**src/fxaa_pkg.sv**
```systemverilog
// Shared types, constants and helper functions of the edge anti-alias block.
`default_nettype none
package fxaa_pkg;

	localparam logic OP_LOAD   = 1'b0;
	localparam logic OP_FILTER = 1'b1;

	localparam logic [1:0] CFG_FRAME_WIDTH  = 2'd0;
	localparam logic [1:0] CFG_FRAME_HEIGHT = 2'd1;
	localparam logic [1:0] CFG_THR_MIN      = 2'd2;
	localparam logic [1:0] CFG_THR_REL      = 2'd3;

	// floor(n / 255) for any 32-bit n is (n * RECIP_255) >> RECIP_SHIFT
	localparam logic [31:0] RECIP_255   = 32'h8080_8081;
	localparam int          RECIP_SHIFT = 39;
	localparam int          SQRT_STEPS  = 13;
	localparam int          LUMA_MAX    = 4095;
	localparam int          NUM_TAPS    = 9;
	localparam logic [3:0]  TAP_LAST    = 4'd8;

	typedef struct packed {
		logic       opcode;
		logic [7:0] x_pos;
		logic [7:0] y_pos;
		logic [7:0] red_in;
		logic [7:0] green_in;
		logic [7:0] blue_in;
	} in_item_t;

	typedef struct packed {
		logic [7:0] x_out;
		logic [7:0] y_out;
		logic [7:0] red_out;
		logic [7:0] green_out;
		logic [7:0] blue_out;
		logic       was_blended;
	} out_item_t;

	typedef enum logic [4:0] {
		ST_IDLE,
		ST_CEN_RD,
		ST_CEN_CAP,
		ST_RDA,
		ST_RDB,
		ST_SUM,
		ST_MUL,
		ST_SQI,
		ST_SQ,
		ST_STORE,
		ST_AN1,
		ST_AN2,
		ST_EVAL,
		ST_DEC,
		ST_BL_RD,
		ST_BL_CAP,
		ST_FIN
	} state_t;

	typedef enum logic [2:0] {
		FK_CENTER,
		FK_TAP,
		FK_NEG,
		FK_POS,
		FK_BLEND
	} fetch_kind_t;

	typedef struct packed {
		logic        accept;
		logic        rd_en;
		logic        sel_b;
		fetch_kind_t kind;
		logic [3:0]  tap;
		logic        cap_c;
		logic        cap_a;
		logic        cap_sum;
		logic        mul;
		logic        sq_init;
		logic        sq_step;
		logic        store;
		logic        an1;
		logic        an2;
		logic        srch_init;
		logic        eval;
		logic        cap_blend;
		logic        out_load;
	} cmd_t;

	typedef struct packed {
		logic inner;
		logic edge_found;
		logic r1n;
		logic r2n;
		logic r2;
		logic search_last;
		logic blend_go;
		logic out_free;
	} sts_t;

	function automatic logic [15:0] wsum(input logic [23:0] p);
		return 16'(p[23:16]) * 16'd77 + 16'(p[15:8]) * 16'd150 + 16'(p[7:0]) * 16'd29;
	endfunction

	// tap order: centre, down, up, left, right, down-left, up-right, up-left, down-right
	function automatic logic signed [1:0] tap_dx(input logic [3:0] t);
		logic signed [1:0] d;
		unique case (t)
			4'd3, 4'd5, 4'd7: d = -2'sd1;
			4'd4, 4'd6, 4'd8: d = 2'sd1;
			default:          d = 2'sd0;
		endcase
		return d;
	endfunction

	function automatic logic signed [1:0] tap_dy(input logic [3:0] t);
		logic signed [1:0] d;
		unique case (t)
			4'd2, 4'd6, 4'd7: d = -2'sd1;
			4'd1, 4'd5, 4'd8: d = 2'sd1;
			default:          d = 2'sd0;
		endcase
		return d;
	endfunction

	function automatic logic [12:0] abs14(input logic signed [13:0] v);
		logic signed [13:0] a;
		a = (v < 0) ? -v : v;
		return a[12:0];
	endfunction

endpackage
`default_nettype wire

```
**src/fxaa_ctrl.sv**
```systemverilog
// Controller: sequences reads, luma computations, analysis, search and result hand-off.
`default_nettype none
module fxaa_ctrl import fxaa_pkg::*; (
	input  logic clk,
	input  logic arst_n,
	input  logic in_valid,
	output logic in_stall,
	input  logic opcode,
	input  sts_t sts,
	output cmd_t cmd
);

	state_t      state_q, state_d;
	fetch_kind_t kind_q, kind_d;
	logic [3:0]  tap_q, tap_d, sq_cnt_q, sq_cnt_d;

	always_ff @(posedge clk or negedge arst_n) begin
		if (!arst_n) begin
			state_q  <= ST_IDLE;
			kind_q   <= FK_CENTER;
			tap_q    <= 4'd0;
			sq_cnt_q <= 4'd0;
		end else begin
			state_q  <= state_d;
			kind_q   <= kind_d;
			tap_q    <= tap_d;
			sq_cnt_q <= sq_cnt_d;
		end
	end

	always_comb begin
		state_d  = state_q;
		kind_d   = kind_q;
		tap_d    = tap_q;
		sq_cnt_d = sq_cnt_q;
		cmd      = '0;
		cmd.kind = kind_q;
		cmd.tap  = tap_q;
		in_stall = 1'b1;
		unique case (state_q)
			ST_IDLE: begin
				in_stall = 1'b0;
				if (in_valid) begin
					cmd.accept = 1'b1;
					if (opcode == OP_FILTER) state_d = ST_CEN_RD;
				end
			end
			ST_CEN_RD: begin
				cmd.rd_en = 1'b1;
				cmd.kind  = FK_CENTER;
				state_d   = ST_CEN_CAP;
			end
			ST_CEN_CAP: begin
				cmd.cap_c = 1'b1;
				if (sts.inner) begin
					kind_d  = FK_TAP;
					tap_d   = 4'd0;
					state_d = ST_RDA;
				end else begin
					state_d = ST_FIN;
				end
			end
			ST_RDA: begin
				cmd.rd_en = 1'b1;
				state_d   = ST_RDB;
			end
			ST_RDB: begin
				cmd.cap_a = 1'b1;
				cmd.rd_en = (kind_q != FK_TAP);
				cmd.sel_b = 1'b1;
				state_d   = ST_SUM;
			end
			ST_SUM: begin
				cmd.cap_sum = 1'b1;
				state_d     = ST_MUL;
			end
			ST_MUL: begin
				cmd.mul = 1'b1;
				state_d = ST_SQI;
			end
			ST_SQI: begin
				cmd.sq_init = 1'b1;
				sq_cnt_d    = 4'd0;
				state_d     = ST_SQ;
			end
			ST_SQ: begin
				cmd.sq_step = 1'b1;
				sq_cnt_d    = sq_cnt_q + 4'd1;
				if (sq_cnt_q == 4'(SQRT_STEPS - 1)) state_d = ST_STORE;
			end
			ST_STORE: begin
				cmd.store = 1'b1;
				case (kind_q)
					FK_TAP: begin
						if (tap_q == TAP_LAST) begin
							state_d = ST_AN1;
						end else begin
							tap_d   = tap_q + 4'd1;
							state_d = ST_RDA;
						end
					end
					FK_NEG: begin
						if (!sts.r2) begin
							kind_d  = FK_POS;
							state_d = ST_RDA;
						end else begin
							state_d = ST_EVAL;
						end
					end
					default: state_d = ST_EVAL;
				endcase
			end
			ST_AN1: begin
				cmd.an1 = 1'b1;
				state_d = ST_AN2;
			end
			ST_AN2: begin
				cmd.an2       = 1'b1;
				cmd.srch_init = 1'b1;
				if (sts.edge_found) begin
					kind_d  = FK_NEG;
					state_d = ST_RDA;
				end else begin
					state_d = ST_FIN;
				end
			end
			ST_EVAL: begin
				cmd.eval = 1'b1;
				if ((sts.r1n && sts.r2n) || sts.search_last) begin
					state_d = ST_DEC;
				end else begin
					kind_d  = sts.r1n ? FK_POS : FK_NEG;
					state_d = ST_RDA;
				end
			end
			ST_DEC: begin
				state_d = sts.blend_go ? ST_BL_RD : ST_FIN;
			end
			ST_BL_RD: begin
				cmd.rd_en = 1'b1;
				cmd.kind  = FK_BLEND;
				state_d   = ST_BL_CAP;
			end
			ST_BL_CAP: begin
				cmd.cap_blend = 1'b1;
				cmd.kind      = FK_BLEND;
				state_d       = ST_FIN;
			end
			ST_FIN: begin
				// hold until the output register frees up
				if (sts.out_free) begin
					cmd.out_load = 1'b1;
					state_d      = ST_IDLE;
				end
			end
			default: state_d = ST_IDLE;
		endcase
	end

	a_load_free: assert property (@(posedge clk) disable iff (!arst_n)
		cmd.out_load |-> sts.out_free)
		else $error("result loaded into a busy output register");

	a_filter_starts: assert property (@(posedge clk) disable iff (!arst_n)
		(state_q == ST_IDLE && in_valid && opcode == OP_FILTER) |=> state_q == ST_CEN_RD)
		else $error("filter request did not start the centre read");

	a_sqrt_bound: assert property (@(posedge clk) disable iff (!arst_n)
		(state_q == ST_SQ) |-> sq_cnt_q <= 4'(SQRT_STEPS - 1))
		else $error("square root ran past its step count");

	a_tap_bound: assert property (@(posedge clk) disable iff (!arst_n)
		tap_q <= TAP_LAST)
		else $error("tap index out of range");

endmodule
`default_nettype wire

```
**config.mk**
```make
export PLATFORM = sky130hd
export DESIGN_NAME = fxaa_ctrl
export DESIGN_NICKNAME = d
export VERILOG_FILES = /design/src/fxaa_pkg.sv /design/src/fxaa_ctrl.sv
export SDC_FILE = /design/constraint.sdc
export NUM_CORES = 1
export LEC_CHECK = 0
export BUFFER_PORTS_ARGS = -buffer_cell sky130_fd_sc_hd__buf_2
export CAP_MARGIN = 5
export CORE_MARGIN = 1
export CORE_UTILIZATION = 35
export CTS_BUF_LIST = sky130_fd_sc_hd__clkbuf_16
export CTS_CLUSTER_SIZE = 40
export DETAILED_ROUTE_END_ITERATION = 6
export GPL_TIMING_DRIVEN = 0
export SKIP_LAST_GASP = 1
export SYNTH_ARGS = -nofsm -noshare
export SYNTH_HDL_FRONTEND = slang
export SYNTH_SLANG_ARGS = --single-unit
```
**constraint.sdc**
```tcl
create_clock -name clk -period 1.6 [get_ports clk]
set_input_delay 0.32 -clock clk [delete_from_list [all_inputs] [get_ports clk]]
set_output_delay 0.32 -clock clk [all_outputs]
set_load 0.01 [all_outputs]
```
==> run_results.csv, run 1 <==
group,metric,value,unit
layout,stdcell_area,2430,µm²
power,cell_internal_pwr,2.60,mW
clock_tree,worst_skew_pair.late_latency,0.26,ns
synth,synth_area_leaders,"dfrtp_1 28%, ha_1 6.6%, nor2_1 6.5%",
synth,yosysSeqAreaShare,28.5,%
min_path,hp-start,"sts[7]",
sta,slew_headroom,63.5,%
layout,mostFrequentLayoutCell,"buf_4",
sta,max_freq,500,MHz
synth,yosysWarningCount,0,
critical_path,reg2reg_to,"state_q[4]",
detailed_routing,vias,1678,
critical_path,cp.required,1.28,ns
sta,hold_viol,0,
synth,syn_nets,182,
power,max-vdd-ir-drop,0.931,mV
detailed_routing,wl,5.51,mm
layout,nFillCells,252,
clock_tree,cts_max_level,1,
critical_path,cp_max_fo,6,
run,max_cap_viol_count,0,
power,switchingPower,2.15,mW
clock_tree,cts_buffers,3,
synth,synth_xor_area_share,1.33,%
critical_path,start_kind,"flop",
outcome,violations,"negative setup slack",
clock_tree,clk_path_buf_depth,2,
power,swShare,45.2,%
synth,ys_types,52,
sta,finalCritPeriodShare,125,%
placed_design,placed_cell_area,1570,µm²
sta,worst_pin_slew,0.542,ns
synth,ys_ff_latch,15,
die,core.rowCount,21,
sta,rsz0062_at_grt,"yes",
detailed_routing,via_per_inst,5.73,
synth,syn_inst,163,
critical_path,r2r_start,"state_q[0]",
layout,n_antenna_cell,0,
min_path,hold_depth,2,
power,pwr-share-seq,15.1,%
power,power_frac_comb,74.1,%
min_path,whs_endpoint,"kind_q[1]",
synth,async_flop_share,100,%
grt,grt_usage,23.9,%
clock_tree,clkTransAtPathRegs,0.06,ns
die,pin_count,36,
power,p_leak,1.13,nW
sta,postLayoutSetupSlackWorst,-0.399,ns
synth,yosysTopAreaCell,"dfrtp_1",
detailed_routing,wl_per_cell,18.8,µm
synth,synth-adder-area-share,6.64,%
sta,min_period,2.00,ns
power,power_density,1950,nW/µm²
critical_path,reg2reg_depth,9,
placed_design,portBuffers,35,
sta,finalMaxSlewViolations,0,
placed_design,gp_congestion,0.856,
synth,synth_compound_area_share,25.0,%
critical_path,endpoint_kind,"output pin",
layout,area_growth,84.6,%
layout,most-common-layout-cells,"30 x buf_4, 29 x buf_2, 25 x buf_6",
clock_tree,cts_tree,"built",
synth,synth.area.mux_share,0,%
clock_tree,root_buffer,"clkbuf_16",
detailed_routing,antenna_left,0,
detailed_routing,drc,0,
die,core,3470,µm²
synth,syn_area,1320,µm²
grt,grt_pass1_vias,1510,
critical_path,worst-r2r-setup-slack,-0.26,ns
layout,drive_above_1_share,59.5,%
synth,synth_edf_count,0,
synth,avgSynthCellArea,8.09,µm²
die,start_util,38.0,%
sta,skew,0.00811,ns
synth,synth_top_family_by_area,"simple AND/OR/NAND/NOR gates",
grt,grt-ovfl-total,0,
clock_tree,cts.sinks,15,
grt,grt_max_degree,16,
placed_design,place_worst_setup_slack,-0.288,ns
min_path,min_path_type,"in -> reg",
die,die-area,4020,µm²
die,die_w,63.4,µm
grt,grt_pass1_wl,7.41,mm
power,power.share.clock,10.9,%
synth,synth_top_area_share,28.5,%
synth,synth_ff_type,"dfrtp_1",
sta,fin_hold_ws,0.358,ns
placed_design,hpwl,2.74,mm
outcome,run_status,"finished, violations left",
synth,synthSimpleGateAreaFrac,30.6,%
grt,antenna_found_initial,0,
detailed_routing,dr.pass1.iters,4,
critical_path,critPathKind,"reg -> out",
die,die_h,63.4,µm
critical_path,arrival,1.68,ns
layout,final_nets,267,
sta,finalSetupViolCount,35,
detailed_routing,drt_iter0_markers,103,
[layout make-up]
type                            instances  area [µm²]  area share, %
Tap cell                               46        57.6           2.36
Multi-Input combinational cell        126        1130           46.2
Inverter                               13        60.1           2.47
Sequential cell                        15         380           15.6
Clock buffer                            3        75.1           3.08
Buffer                                  8        82.6           3.39
Clock inverter                          1        5.00          0.206
Timing Repair Buffer                   81         648           26.6
[metrics by stage]
step	total power, mW	instances	TNS, ns	util [%]
2_1_floorplan	1.92	163	-0.103	-
3_3_place_gp	2.40	244	-1.31	45.2
3_5_place_dp	2.42	244	-1.40	45.2
4_1_cts	3.97	279	-3.80	63.0
5_1_grt	4.97	293	-8.58	70.2
6_report	4.75	293	-7.02	70.2
[cell usage after synthesis, types with 2 or more instances]
master	number
clkbuf_1	2
a21oi_1	5
nor3b_1	2
nand3b_1	2
a31oi_1	3
nor4_2	2
o21bai_1	3
a2bb2oi_1	3
nor2_1	23
nor2b_1	6
or3b_1	2
nand2b_1	2
inv_2	2
a21o_1	3
xor2_1	2
or3_1	2
inv_1	10
buf_4	3
buf_2	3
o21ai_1	6
nand2_1	10
or2_1	2
nand3_1	6
dfrtp_1	15
nor3_4	2
o22ai_1	2
o21ai_0	4
a22o_1	3
o311ai_1	2
nor3_1	3
ha_1	7
[logic make-up (layout without fill, tap and decap cells)]
group                      count (synthesis)  in the layout
buffers and inverters                     22            106
adders and majority gates                  7              7
AOI/OAI and AO/OA                         46             46
DFF                                       15             15
xor gates and xnor gates                   2              2
and+or+nand+nor                           71             71
[worst max-delay path by stage]
stage	startpoint	cells past startpoint	end
after floorplan	state_q[0]	5	cmd[22]
after global placement	state_q[0]	6	cmd[22]
after detailed placement	state_q[0]	6	cmd[22]
after CTS	state_q[0]	5	cmd[22]
after global routing	state_q[3]	7	cmd[21]
final	state_q[3]	7	cmd[21]
[repair_timing]
item | in CTS | in global routing
setup endpoints to repair | 28 | 35
hold endpoints to repair | 15 | 0
resized for setup | 74 | 33
setup buffers | 31 | 15
pin swaps | 28 | 25
hold buffers | 1 | 0
[power by group through the flow]
stage,Combinational (mW),Clock [mW],Sequential [mW]
detailed placement,1.76,0,0.657
global route,3.70,0.534,0.732
global placement,1.75,0,0.651
CTS,2.77,0.510,0.690
finish,3.52,0.516,0.716
floorplan,1.29,0,0.632
[state kept, by name, summed over array words and instances (netlist names)]
name and count:
state_q 5, sq_cnt_q 4, tap_q 4, kind_q 2
[routing by layer]
metal / wire [µm] / GRT usage [%]
met2: 2790 / 40.7
met3: 529 / 7.07
met4: 188 / 6.25
met5: 0 / 0
met1: 2000 / 29.0
[worst max-delay path, stage by stage (launching register included)]
cell and delay (ns):
dfrtp_2 0.45, buf_4 0.15, clkbuf_8 0.14, nor3_2 0.22, a21o_1 0.15, a22oi_2 0.06
nor2_1 0.10, buf_2 0.14
Power figures use the tool's default switching activity.
==> inputs of run 2 (changes only) <==
Settings changed: CORE_UTILIZATION 35 to 45, PLACE_DENSITY_LB_ADDON set to 0.2, RECOVER_POWER set to 25.
==> run 2 against run 1 <==
Against the previous run:
- the run still ends with negative setup slack left
- register-to-register slack improved by 0.02 ns
- non-clock buffer count fell by 2
- power fell by 4.2%
- worst setup slack improved by 0.10 ns
- largest cell class unchanged
==> run_results.csv, run 2 (same netlist as run 1, synthesis figures left out) <==
group,metric,value,unit
detailed_routing,dr.pass1.iters,4,
power,cell_internal_pwr,2.51,mW
sta,min_period,1.89,ns
power,power.share.clock,11.0,%
critical_path,endpoint_kind,"output pin",
placed_design,portBuffers,35,
placed_design,placed_cell_area,1550,µm²
sta,max_freq,528,MHz
critical_path,start_kind,"flop",
layout,biggestRegsByFlops,"state_q (5), sq_cnt_q (4), tap_q (4)",
layout,largest_register,"state_q",
layout,nFillCells,146,
critical_path,setup.worst_path.start,"state_q[0]",
sta,finalSetupViolCount,33,
clock_tree,cts_tree,"built",
detailed_routing,drt_iter0_markers,96,
clock_tree,cts.sinks,15,
critical_path,reg2reg_to,"tap_q[3]",
detailed_routing,antenna_left,0,
grt,grt_max_degree,16,
power,pwr-share-seq,15.6,%
power,swShare,44.8,%
power,switchingPower,2.04,mW
min_path,min_path_type,"in -> async",
die,pin_count,36,
run,max_cap_viol_count,0,
grt,grt-ovfl-total,0,
critical_path,cp_max_fo,4,
layout,area_growth,75.2,%
critical_path,r2r_start,"state_q[0]",
layout,fin_util,83.8,%
detailed_routing,via_per_inst,6.07,
layout,finalNonFillerCells,276,
sta,finalCritPeriodShare,118,%
detailed_routing,wl,5.48,mm
layout,final_nets,265,
critical_path,critPathKind,"reg -> out",
sta,rsz0062_at_grt,"yes",
critical_path,reg2reg_depth,10,
layout,mostFrequentLayoutCell,"buf_4",
grt,antenna_found_initial,0,
critical_path,cp.required,1.28,ns
clock_tree,worst_skew_pair.late_latency,0.25,ns
layout,largest_reg_flops,5,
sta,worst_pin_slew,0.890,ns
critical_path,cp_common_cell,"buf_6",
clock_tree,cts-hold-fix-buffers,0,
clock_tree,clk_path_buf_depth,2,
clock_tree,clkTransAtPathRegs,0.05,ns
sta,postLayoutSetupSlackWorst,-0.294,ns
critical_path,crit_path_max_incr_delay,0.39,ns
power,p_total,4.55,mW
placed_design,place_inst,229,
critical_path,crit_end,"cmd[22]",
critical_path,slowest_stage,"dfrtp_1",
grt,grt_pass1_wl,7.13,mm
die,core.rowCount,19,
clock_tree,cts_buffers,3,
die,die_h,56.1,µm
layout,stdcell_area,2310,µm²
power,max-vdd-ir-drop,1.56,mV
critical_path,path_cells,"buf_6 -> or2_4 -> or3_4 -> nor2_4 -> buf_6",
clock_tree,cts_max_level,1,
layout,n_antenna_cell,0,
power,power_frac_comb,73.5,%
sta,slew_headroom,40.7,%
placed_design,gp_congestion,0.886,
detailed_routing,wl_per_cell,19.8,µm
power,power_density,1970,nW/µm²
grt,grt_pass1_vias,1494,
sta,skew,0.00202,ns
placed_design,hpwl,2.67,mm
sta,finalMaxSlewViolations,0,
die,core,2760,µm²
clock_tree,root_buffer,"clkbuf_16",
placed_design,place_worst_setup_slack,-0.302,ns
critical_path,worst-r2r-setup-slack,-0.24,ns
sta,hold_viol,0,
layout,most-common-layout-cells,"32 x buf_4, 29 x buf_2, 25 x buf_6",
outcome,violations,"negative setup slack",
layout,drive_above_1_share,58.0,%
outcome,run_status,"finished, violations left",
detailed_routing,vias,1675,
power,p_leak,1.10,nW
sta,fin_tns_setup,-5.80,ns
grt,grt_usage,29.2,%
sta,fin_hold_ws,0.171,ns
die,die_w,56.1,µm
die,start_util,47.8,%
critical_path,arrival,1.57,ns
detailed_routing,drc,0,
die,die-area,3150,µm²
run 2: cell types whose count changed in the layout (fill, tap and decap cells not counted), sizes merged:
cell / change
buf: -1
clkinv: -1
dlygate4sd3: -1
inv: +1
run 2: area by class of cell:
cell class	count	area (µm²)	area share (%)
Buffer	7	65.1	2.82
Clock buffer	3	75.1	3.25
Clock inverter	1	3.75	0.162
Inverter	13	53.8	2.33
Multi-Input combinational cell	126	1090	47.0
Sequential cell	15	382	16.5
Tap cell	31	38.8	1.68
Timing Repair Buffer	80	606	26.2
run 2: metal layers:
metal / track usage (%) / vias to the layer above / part of all wire, %
met2: 51.4 / 104 / 50
met3: 5.35 / 20 / 7.6
met1: 36.4 / 803 / 38
met4: 8.01 / 0 / 3.8
li1: - / 748 / -
met5: 0 / - / 0
run 2: timing repair:
action	in CTS	in global routing
buffers inserted	25	23
endpoints found under the setup margin	28	35
pin swaps	21	18
gates resized for setup	52	41
run 2: power by group through the flow:
| stage | clock network, mW | logic (mW) | registers (mW) |
|---|---|---|---|
| 6_report | 0.499 | 3.35 | 0.709 |
| 5_1_grt | 0.516 | 3.52 | 0.710 |
| 4_1_cts | 0.491 | 2.45 | 0.681 |
| 3_5_place_dp | 0 | 1.76 | 0.655 |
| 3_3_place_gp | 0 | 1.73 | 0.645 |
| 2_1_floorplan | 0 | 1.29 | 0.632 |
run 2: how the worst min path moves through the flow:
stage | from | end | cells after the start
finish | arst_n | state_q[0] | 1
floorplan | arst_n | kind_q[0] | 0
CTS | arst_n | sq_cnt_q[1] | 1
detailed placement | arst_n | sq_cnt_q[1] | 1
global route | arst_n | state_q[0] | 1
global placement | arst_n | state_q[4] | 1
run 2: critical path: cells and delay by family (launching register included):
kind | cells | cell delay (ns)
simple gates | 3 | 0.70
buf+inv | 2 | 0.23
flops | 1 | 0.39
